==> src/rtl/sbam_pkg.sv <==
// ----------------------------------------------------------------------------
// sbam_pkg
// types, register indexes and helper functions of the bank address mapper
// ----------------------------------------------------------------------------
`default_nettype none
package sbam_pkg;

	localparam int ADDR_W = 32;
	localparam int BANK_W = 6;
	localparam int CAP_W  = 33;
	localparam int DATA_W = 72;
	localparam int IDX_W  = 3;

	typedef enum logic [IDX_W-1:0] {
		REG_MODE      = 3'd0,
		REG_CAPACITY  = 3'd1,
		REG_BANKS     = 3'd2,
		REG_STRIPE    = 3'd3,
		REG_GROUPS    = 3'd4,
		REG_SHIFT     = 3'd5,
		REG_GRP_FIRST = 3'd6,
		REG_XOR_GRP   = 3'd7
	} reg_idx_t;

	localparam logic [1:0] MODE_XOR    = 2'd1;
	localparam logic [1:0] MODE_CONTIG = 2'd2;

	typedef struct packed {
		logic              contig;
		logic              use_xor;
		logic [2:0]        lb;
		logic [3:0]        ls;
		logic [2:0]        lg;
		logic [2:0]        lp;
		logic [4:0]        shift;
		logic              gfo;
		logic              xwg;
		logic [CAP_W-1:0]  capacity;
		logic [CAP_W-1:0]  slab;
	} cfg_t;

	typedef struct packed {
		logic              kind;
		logic              err;
		logic [ADDR_W-1:0] rem;
		logic [BANK_W-1:0] quo;
		logic [BANK_W-1:0] bank;
		logic [ADDR_W-1:0] local_off;
		logic [ADDR_W-1:0] off;
		logic [ADDR_W-1:0] addr;
	} item_t;

	function automatic logic [2:0] msb7(input logic [6:0] x);
		logic [2:0] r;
		r = '0;
		for (int i = 0; i < 7; i++) begin
			if (x[i]) r = 3'(i);
		end
		return r;
	endfunction

	function automatic logic [3:0] msb12(input logic [11:0] x);
		logic [3:0] r;
		r = '0;
		for (int i = 0; i < 12; i++) begin
			if (x[i]) r = 4'(i);
		end
		return r;
	endfunction

	function automatic logic [BANK_W-1:0] lowmask(input logic [2:0] n);
		return BANK_W'((7'd1 << n) - 7'd1);
	endfunction

	function automatic logic [BANK_W-1:0] swizzle(input logic [BANK_W-1:0] bk,
			input logic [ADDR_W-1:0] row, input cfg_t c);
		logic [BANK_W-1:0] mask;
		logic [BANK_W-1:0] key;
		mask = c.xwg ? lowmask(c.lp) : lowmask(c.lb);
		key  = BANK_W'(row >> c.shift) & mask;
		if (c.xwg && c.gfo)
			return (bk & lowmask(c.lg)) | BANK_W'(((bk >> c.lg) ^ key) << c.lg);
		return bk ^ key;
	endfunction

endpackage
`default_nettype wire

==> src/rtl/sbam_cfg.sv <==
// ----------------------------------------------------------------------------
// sbam_cfg
// configuration registers and the decoded field widths derived from them
// ----------------------------------------------------------------------------
`default_nettype none
module sbam_cfg (
	input  wire logic                        clk,
	input  wire logic                        arst_n,
	input  wire logic                        cfg_we,
	input  wire logic [sbam_pkg::IDX_W-1:0]  cfg_index,
	input  wire logic [sbam_pkg::CAP_W-1:0]  cfg_wdata,
	output sbam_pkg::cfg_t                   cfg
);

	logic [1:0]                 mode_q;
	logic [sbam_pkg::CAP_W-1:0] cap_q;
	logic [6:0]                 banks_q;
	logic [11:0]                stripe_q;
	logic [6:0]                 groups_q;
	logic [4:0]                 shift_q;
	logic                       gfo_q;
	logic                       xwg_q;
	logic [2:0]                 lb;
	logic [2:0]                 lg_raw;

	always_ff @(posedge clk or negedge arst_n) begin
		if (!arst_n) begin
			mode_q   <= '0;
			cap_q    <= 33'd65536;
			banks_q  <= 7'd8;
			stripe_q <= 12'd64;
			groups_q <= 7'd1;
			shift_q  <= '0;
			gfo_q    <= 1'b0;
			xwg_q    <= 1'b0;
		end else if (cfg_we) begin
			unique case (sbam_pkg::reg_idx_t'(cfg_index))
				sbam_pkg::REG_MODE:      mode_q   <= cfg_wdata[1:0];
				sbam_pkg::REG_CAPACITY:  cap_q    <= cfg_wdata;
				sbam_pkg::REG_BANKS:     banks_q  <= cfg_wdata[6:0];
				sbam_pkg::REG_STRIPE:    stripe_q <= cfg_wdata[11:0];
				sbam_pkg::REG_GROUPS:    groups_q <= cfg_wdata[6:0];
				sbam_pkg::REG_SHIFT:     shift_q  <= cfg_wdata[4:0];
				sbam_pkg::REG_GRP_FIRST: gfo_q    <= cfg_wdata[0];
				sbam_pkg::REG_XOR_GRP:   xwg_q    <= cfg_wdata[0];
				default: ;
			endcase
		end
	end

	always_comb begin
		lb     = sbam_pkg::msb7(banks_q);
		lg_raw = sbam_pkg::msb7(groups_q);
		cfg.contig   = (mode_q == sbam_pkg::MODE_CONTIG);
		cfg.use_xor  = (mode_q == sbam_pkg::MODE_XOR);
		cfg.lb       = lb;
		cfg.ls       = (stripe_q < 12'd8) ? 4'd3 : sbam_pkg::msb12(stripe_q);
		cfg.lg       = (lg_raw > lb) ? lb : lg_raw;
		cfg.lp       = lb - cfg.lg;
		cfg.shift    = shift_q;
		cfg.gfo      = gfo_q;
		cfg.xwg      = xwg_q;
		cfg.capacity = cap_q;
		cfg.slab     = cap_q >> lb;
	end

endmodule
`default_nettype wire

==> src/rtl/sbam_divstep.sv <==
// ----------------------------------------------------------------------------
// sbam_divstep
// two restoring division steps of the slab index, quotient bits hi and hi-1
// ----------------------------------------------------------------------------
`default_nettype none
module sbam_divstep (
	input  wire logic [sbam_pkg::ADDR_W-1:0] rem_i,
	input  wire logic [sbam_pkg::BANK_W-1:0] quo_i,
	input  wire logic [sbam_pkg::CAP_W-1:0]  slab,
	input  wire logic [2:0]                  hi,
	output logic      [sbam_pkg::ADDR_W-1:0] rem_o,
	output logic      [sbam_pkg::BANK_W-1:0] quo_o
);

	logic [38:0] d_hi;
	logic [38:0] d_lo;
	logic [2:0]  lo;
	logic [sbam_pkg::ADDR_W-1:0] r_mid;

	always_comb begin
		lo    = hi - 3'd1;
		d_hi  = {6'b0, slab} << hi;
		d_lo  = {6'b0, slab} << lo;
		quo_o = quo_i;
		r_mid = rem_i;
		if ({7'b0, rem_i} >= d_hi) begin
			r_mid     = rem_i - d_hi[31:0];
			quo_o[hi] = 1'b1;
		end
		rem_o = r_mid;
		if ({7'b0, r_mid} >= d_lo) begin
			rem_o     = r_mid - d_lo[31:0];
			quo_o[lo] = 1'b1;
		end
	end

endmodule
`default_nettype wire

==> src/rtl/sram_bank_address_mapper_core.sv <==
// ----------------------------------------------------------------------------
// sram_bank_address_mapper_core
// flat address to bank and offset mapper, and its inverse
// ----------------------------------------------------------------------------
// items enter on the s_ group: s_tuser is the kind (0 forward, 1 inverse),
// s_tdata carries flat address, bank and offset. results leave on the m_
// group: m_tdata carries bank, offset and address, m_tuser the range error.
// m_tvalid rises once an item has passed stages s1 to s4. one item per cycle is
// taken and delivered while m_tready is high; the four-stage pipe's contiguous
// slab division retires two quotient bits in each stage after s1. configuration
// is written through cfg_we, cfg_index and cfg_wdata while the pipe is empty, a
// rule the user keeps: the block does not enforce it. reset restores the default
// registers and empties the pipe. when the receiver stalls, bubbles still drain
// forward, each stage holds its item; s_tready drops only once every stage is full.
// ----------------------------------------------------------------------------
`default_nettype none
module sram_bank_address_mapper_core (
	input  wire logic                         clk,
	input  wire logic                         arst_n,
	input  wire logic                         cfg_we,
	input  wire logic [sbam_pkg::IDX_W-1:0]   cfg_index,
	input  wire logic [sbam_pkg::CAP_W-1:0]   cfg_wdata,
	input  wire logic                         s_tvalid,
	output logic                              s_tready,
	// flat_address, bank_in, offset_in, zero pad
	input  wire logic [sbam_pkg::DATA_W-1:0]  s_tdata,
	// kind
	input  wire logic                         s_tuser,
	output logic                              m_tvalid,
	input  wire logic                         m_tready,
	// bank_out, offset_out, address_out, zero pad
	output logic      [sbam_pkg::DATA_W-1:0]  m_tdata,
	// range_error
	output logic                              m_tuser
);

	sbam_pkg::cfg_t  cfg;
	sbam_pkg::item_t it_s1, it_s2, it_s3, it_s4;
	sbam_pkg::item_t nx1, nx2, nx3, nx4;
	logic v_s1, v_s2, v_s3, v_s4;
	logic rdy1, rdy2, rdy3, rdy4;
	logic [31:0] a_in, off_in;
	logic [5:0]  b_in;
	logic [31:0] d2_rem, d3_rem, d4_rem;
	logic [5:0]  d2_quo, d3_quo, d4_quo;
	logic [31:0] f_row, i_row, f_q;
	logic [5:0]  f_bk, f_sw, i_bk, i_sw;
	logic [31:0] smask;
	logic [32:0] slabx;

	sbam_cfg u_cfg (
		.clk(clk), .arst_n(arst_n), .cfg_we(cfg_we), .cfg_index(cfg_index),
		.cfg_wdata(cfg_wdata), .cfg(cfg)
	);

	sbam_divstep u_div2 (.rem_i(it_s1.rem), .quo_i(it_s1.quo), .slab(cfg.slab),
		.hi(3'd5), .rem_o(d2_rem), .quo_o(d2_quo));
	sbam_divstep u_div3 (.rem_i(it_s2.rem), .quo_i(it_s2.quo), .slab(cfg.slab),
		.hi(3'd3), .rem_o(d3_rem), .quo_o(d3_quo));
	sbam_divstep u_div4 (.rem_i(it_s3.rem), .quo_i(it_s3.quo), .slab(cfg.slab),
		.hi(3'd1), .rem_o(d4_rem), .quo_o(d4_quo));

	assign rdy4     = !v_s4 || m_tready;
	assign rdy3     = !v_s3 || rdy4;
	assign rdy2     = !v_s2 || rdy3;
	assign rdy1     = !v_s1 || rdy2;
	assign s_tready = rdy1;

	// range checks
	always_comb begin
		a_in   = s_tdata[31:0];
		b_in   = s_tdata[37:32];
		off_in = s_tdata[69:38];
		slabx  = cfg.slab << cfg.lb;
		nx1           = '0;
		nx1.kind      = s_tuser;
		nx1.rem       = a_in;
		nx1.bank      = b_in;
		nx1.local_off = off_in;
		if (cfg.slab == '0)
			nx1.err = 1'b1;
		else if (!s_tuser)
			nx1.err = ({1'b0, a_in} >= cfg.capacity) ||
				(cfg.contig && ({1'b0, a_in} >= slabx));
		else
			nx1.err = ((b_in >> cfg.lb) != '0) || ({1'b0, off_in} >= cfg.slab);
	end

	// interleave mapping and first division steps
	always_comb begin
		smask = 32'((33'd1 << cfg.ls) - 33'd1);
		f_q   = it_s1.rem >> cfg.ls;
		f_row = f_q >> cfg.lb;
		f_bk  = f_q[5:0] & sbam_pkg::lowmask(cfg.lb);
		f_sw  = cfg.use_xor ? sbam_pkg::swizzle(f_bk, f_row, cfg) : f_bk;
		i_row = it_s1.local_off >> cfg.ls;
		i_bk  = it_s1.bank;
		if (cfg.gfo)
			i_bk = ((i_bk & sbam_pkg::lowmask(cfg.lp)) << cfg.lg) | (i_bk >> cfg.lp);
		i_sw  = cfg.use_xor ? sbam_pkg::swizzle(i_bk, i_row, cfg) : i_bk;
		nx2 = it_s1;
		if (cfg.contig) begin
			if (!it_s1.kind) begin
				nx2.rem = d2_rem;
				nx2.quo = d2_quo;
			end else begin
				nx2.addr = 32'({27'b0, it_s1.bank} * cfg.slab);
			end
		end else if (!it_s1.kind) begin
			nx2.bank = cfg.gfo ?
				(((f_sw & sbam_pkg::lowmask(cfg.lg)) << cfg.lp) | (f_sw >> cfg.lg)) : f_sw;
			nx2.off  = (f_row << cfg.ls) | (it_s1.rem & smask);
		end else begin
			nx2.addr = (((i_row << cfg.lb) | {26'b0, i_sw}) << cfg.ls) |
				(it_s1.local_off & smask);
		end
	end

	always_comb begin
		nx3 = it_s2;
		if (cfg.contig) begin
			if (!it_s2.kind) begin
				nx3.rem = d3_rem;
				nx3.quo = d3_quo;
			end else begin
				nx3.addr = it_s2.addr + it_s2.local_off;
			end
		end
	end

	// last division steps and result cleanup
	always_comb begin
		nx4 = it_s3;
		if (cfg.contig && !it_s3.kind) begin
			nx4.bank = d4_quo;
			nx4.off  = d4_rem;
		end
		if (it_s3.kind) begin
			nx4.bank = '0;
			nx4.off  = '0;
		end else begin
			nx4.addr = '0;
		end
		if (it_s3.err) begin
			nx4.bank = '0;
			nx4.off  = '0;
			nx4.addr = '0;
		end
	end

	always_ff @(posedge clk or negedge arst_n) begin
		if (!arst_n) begin
			v_s1 <= 1'b0;
			v_s2 <= 1'b0;
			v_s3 <= 1'b0;
			v_s4 <= 1'b0;
		end else begin
			if (rdy1) v_s1 <= s_tvalid;
			if (rdy2) v_s2 <= v_s1;
			if (rdy3) v_s3 <= v_s2;
			if (rdy4) v_s4 <= v_s3;
		end
	end

	always_ff @(posedge clk) begin
		if (rdy1) it_s1 <= nx1;
		if (rdy2) it_s2 <= nx2;
		if (rdy3) it_s3 <= nx3;
		if (rdy4) it_s4 <= nx4;
	end

	assign m_tvalid = v_s4;
	assign m_tdata  = {2'b0, it_s4.addr, it_s4.off, it_s4.bank};
	assign m_tuser  = it_s4.err;

endmodule
`default_nettype wire

==> config.mk <==
export PLATFORM = sky130hd
export DESIGN_NAME = sram_bank_address_mapper_core
export DESIGN_NICKNAME = d
export VERILOG_FILES = /design/src/rtl/sbam_pkg.sv /design/src/rtl/sbam_cfg.sv /design/src/rtl/sbam_divstep.sv /design/src/rtl/sram_bank_address_mapper_core.sv
export SDC_FILE = /design/constraint.sdc
export NUM_CORES = 2
export LEC_CHECK = 0
export ABC_AREA = 0
export BUFFER_PORTS_ARGS = -buffer_cell sky130_fd_sc_hd__buf_2
export CORE_UTILIZATION = 39
export CTS_BUF_LIST = sky130_fd_sc_hd__clkbuf_8
export DETAILED_ROUTE_END_ITERATION = 10
export HOLD_SLACK_MARGIN = 0.03
export PLACE_DENSITY = 0.64
export SYNTH_ARGS = -nofsm -noshare
export SYNTH_HDL_FRONTEND = slang
export SYNTH_HIERARCHICAL = 1
export SYNTH_SLANG_ARGS = --single-unit
==> constraint.sdc <==
create_clock -name clk -period 12 [get_ports clk]
set_clock_uncertainty 0.2 [all_clocks]
set_input_delay 0.6 -clock clk [delete_from_list [all_inputs] [get_ports clk]]
set_output_delay 0.6 -clock clk [all_outputs]
set_load 0.005 [all_outputs]
==> impl_metrics.csv <==
group,metric,value,unit
run_status,outcome,"complete, but fails checks",
run_status,violations,"DRC",
job,maxCapViolCount,0,
worst_setup_path,critPathCaptureType,"flip-flop",
worst_setup_path,slowest_delay,1010,ps
clock_network,numCtsBuffers,85,
worst_setup_path,r2r_slack,1000,ps
yosys,seq_area_frac_synth,20.95,%
placement,placedCellCount,9496,
sta,post-route-period-util,91.67,%
drt,wl_met1,118.2,mm
drt,dr.max_layer_used,"met5",
drt,num_vias,65120,
clock_network,insertion_delay,870,ps
yosys,ys_ff_latch,464,
clock_network,cts.path.max_buffers,3,
clock_network,post_cts_buffers,0,
sta,final.setup.tns,0,ps
yosys,yosysMostFrequentCell,"nand2_1",
min_path,min_to,"it_s3[140]",
final_layout,synthToLayoutAreaGrowth,9.037,%
clock_network,clkSinkCount,464,
floorplanning,die-area,168000,um^2
clock_network,cts_root_buf,"clkbuf_8",
sta,rsz0062_at_grt,"false",
worst_setup_path,crit_path_start_kind,"flip-flop",
drt,drt-initial-drc-count,9579,
placement,gp_congestion,1.041,
worst_setup_path,reg2reg_depth,26,
sta,setup_viol,0,
worst_setup_path,crit_path_frequent_cell,"a31oi_1",
sta,fmax,0.09090,GHz
worst_setup_path,critPathKind,"reg2reg",
sta,min_period,11000,ps
drt,drcViolationCount,32,
final_layout,fin_cells,9773,
floorplanning,rows,149,
drt,route.detailed.wl_per_inst,29.68,um
drt,dr_wl_met3,34.36,mm
clock_network,cts.htree.levels,3,
sta,relSlewSlack,7.774,%
yosys,ys_top_cells_by_area,"edfxtp_1 (18%), mux4_2 (7.8%), mux2i_1 (7.7%)",
min_path,whs_path_depth,0,
worst_setup_path,critPathRequiredTime,12360,ps
yosys,synth-main-ff-cell,"edfxtp_1",
yosys,yosys.area.top_type,"edfxtp_1",
clock_network,path_clk_slew,70,ps
yosys,synth_commonest_cells,"nand2_1 (787), nor2_1 (591), a21oi_1 (513)",
clock_network,cts_tree,"done",
yosys,async_flop_share,14.87,%
floorplanning,io_pins,189,
drt,postRouteWirelength,290.1,mm
yosys,synth_edf_count,395,
sta,slew_viol_final,0,
drt,routed_via_density,6.663,
worst_setup_path,crit_arrival,11360,ps
yosys,yosysWarnings,6,
grt,grt_max_degree,156,
sta,worst_slew_pin_slew,1349,ps
worst_setup_path,critPathSlowestCell,"nor3_1",
drt,ant_nets,0,
drt,met2_length,121.7,mm
final_layout,drive_gt1_share,15.81,%
drt,dr.pass1.iters,9,
worst_setup_path,r2r_end,"it_s2[14]",
min_path,worstHoldStart,"it_s2[140]",
worst_setup_path,r2r_start,"u_cfg/banks_q[5]",
yosys,avgSynthCellArea,8.681,um^2
floorplanning,start_util,39.33,%
floorplanning,fp.dieH,409.9,um
worst_setup_path,crit_fanout,56,
final_layout,final_nets,8103,
clock_network,post_cts_resized,0,
grt,antenna_found_initial,21,
yosys,synth_cells,7475,
grt,grt_pass1_wl,417.3,mm
final_layout,final_util,42.88,%
yosys,netlist-cell-type-count,126,
placement,portBuffers,184,
placement,hpwl,221.9,mm
grt,overflow,0,
floorplanning,core,165000,um^2
yosys,synth_top_area_share,18.28,%
min_path,hp-class,"reg2reg",
grt,first_global_vias,60790,
grt,grt_usage,33.35,%
yosys,syn_area,64890,um^2
floorplanning,die_width,409.9,um
sta,hold_viol,0,
worst_setup_path,startpoint,"u_cfg/banks_q[5]",
==> metal layers <==
metal / global-route usage [%] / vias up
met5: 0 / -
met2: 48.89 / 4177
met3: 8.812 / 729
li1: - / 28350
met4: 15.83 / 12
met1: 45.33 / 31850
==> worst max path at each step <==
stage / to / slack [ps] / depth (start not counted)
2_1_floorplan: it_s2[115] / 3690 / 28
3_3_place_gp: m_tdata[15] / 1620 / 26
3_5_place_dp: m_tdata[15] / 1510 / 26
4_1_cts: m_tdata[15] / 1520 / 26
5_1_grt: m_tdata[14] / 770 / 26
6_report: it_s2[14] / 1000 / 26
==> critical path, delay by kind of cell, from the launching register on <==
kind	cells	cell delay (ps)
adders and majority gates	3	1260
muxes	1	600
AOI/OAI and AO/OA	12	4160
xor gates and xnor gates	3	1070
and+or+nand+nor	5	2300
buffers and inverters	2	620
DFF	1	480
==> cell type report <==
type	count	area, um^2
clock inverter	62	399.1
antenna	13	32.53
tap	2189	2739
multi-input combinational	6213	48410
sequential	464	13590
fill	16130	94230
timing repair buffer	452	3256
clock buffer	89	1225
inverter	291	1104
==> per-stage QoR <==
stage          hold WS, ps  setup WS (ps)  cell area (um^2)
2_1_floorplan        104.4           3691             64980
3_3_place_gp         201.9           1620             67970
3_5_place_dp         204.5           1507             67970
4_1_cts              140.8           1524             70720
5_1_grt              158.1          774.7             70730
6_report             172.1          999.2             70760
==> cell families after synthesis <==
logic type | synth area share (%)
xor gates and xnor gates | 3.143
AOI/OAI and AO/OA | 21.02
adders and majority gates | 10.65
other | 0.01157
buffers and inverters | 5.206
and+or+nand+nor | 17.36
muxes | 21.67
DFF | 20.95
==> state kept, by name, summed over array words and instances, names as in the netlist <==
| register | flops |
|---|---|
| u_cfg/banks_q | 6 |
| u_cfg/xwg_q | 1 |
| v_s1 | 1 |
| it_s3 | 110 |
| it_s2 | 142 |
| u_cfg/shift_q | 5 |
| u_cfg/groups_q | 6 |
| m_tvalid | 1 |
| u_cfg/mode_q | 2 |
| u_cfg/cap_q | 33 |
| m_tdata | 70 |
| v_s3 | 1 |
| u_cfg/gfo_q | 1 |
| m_tuser | 1 |
| v_s2 | 1 |
| it_s1 | 72 |
| u_cfg/stripe_q | 11 |
==> layout by cell type, fill, tap and decap left out, types with 69 or more instances in the layout <==
cell type and instances:
ha_1 365, buf_4 153, mux2i_1 488, buf_2 183
inv_1 298, nand3_1 163, clkbuf_8 89, o21ai_0 370
xor2_1 95, mux2_2 342, nor3_1 154, fa_1 117
o22ai_1 77, a31oi_1 96, xnor2_1 136, nand2_1 783
nor2b_1 81, edfxtp_1 395, nand2b_1 80, and3_1 81
o21a_1 73, a211oi_1 112, a21o_1 123, nand4_1 69
nor2_1 587, dlygate4sd3_1 113, and2_1 119, a21oi_1 510
mux4_2 226
==> repair_timing <==
item / in CTS / in global routing
hold buffers: 113 / 0
setup endpoints to repair: 0 / 0
hold endpoints to repair: 204 / 0
Power is not shown: default switching activity piles up to over one toggle a cycle in this logic, so the estimate is an artifact.
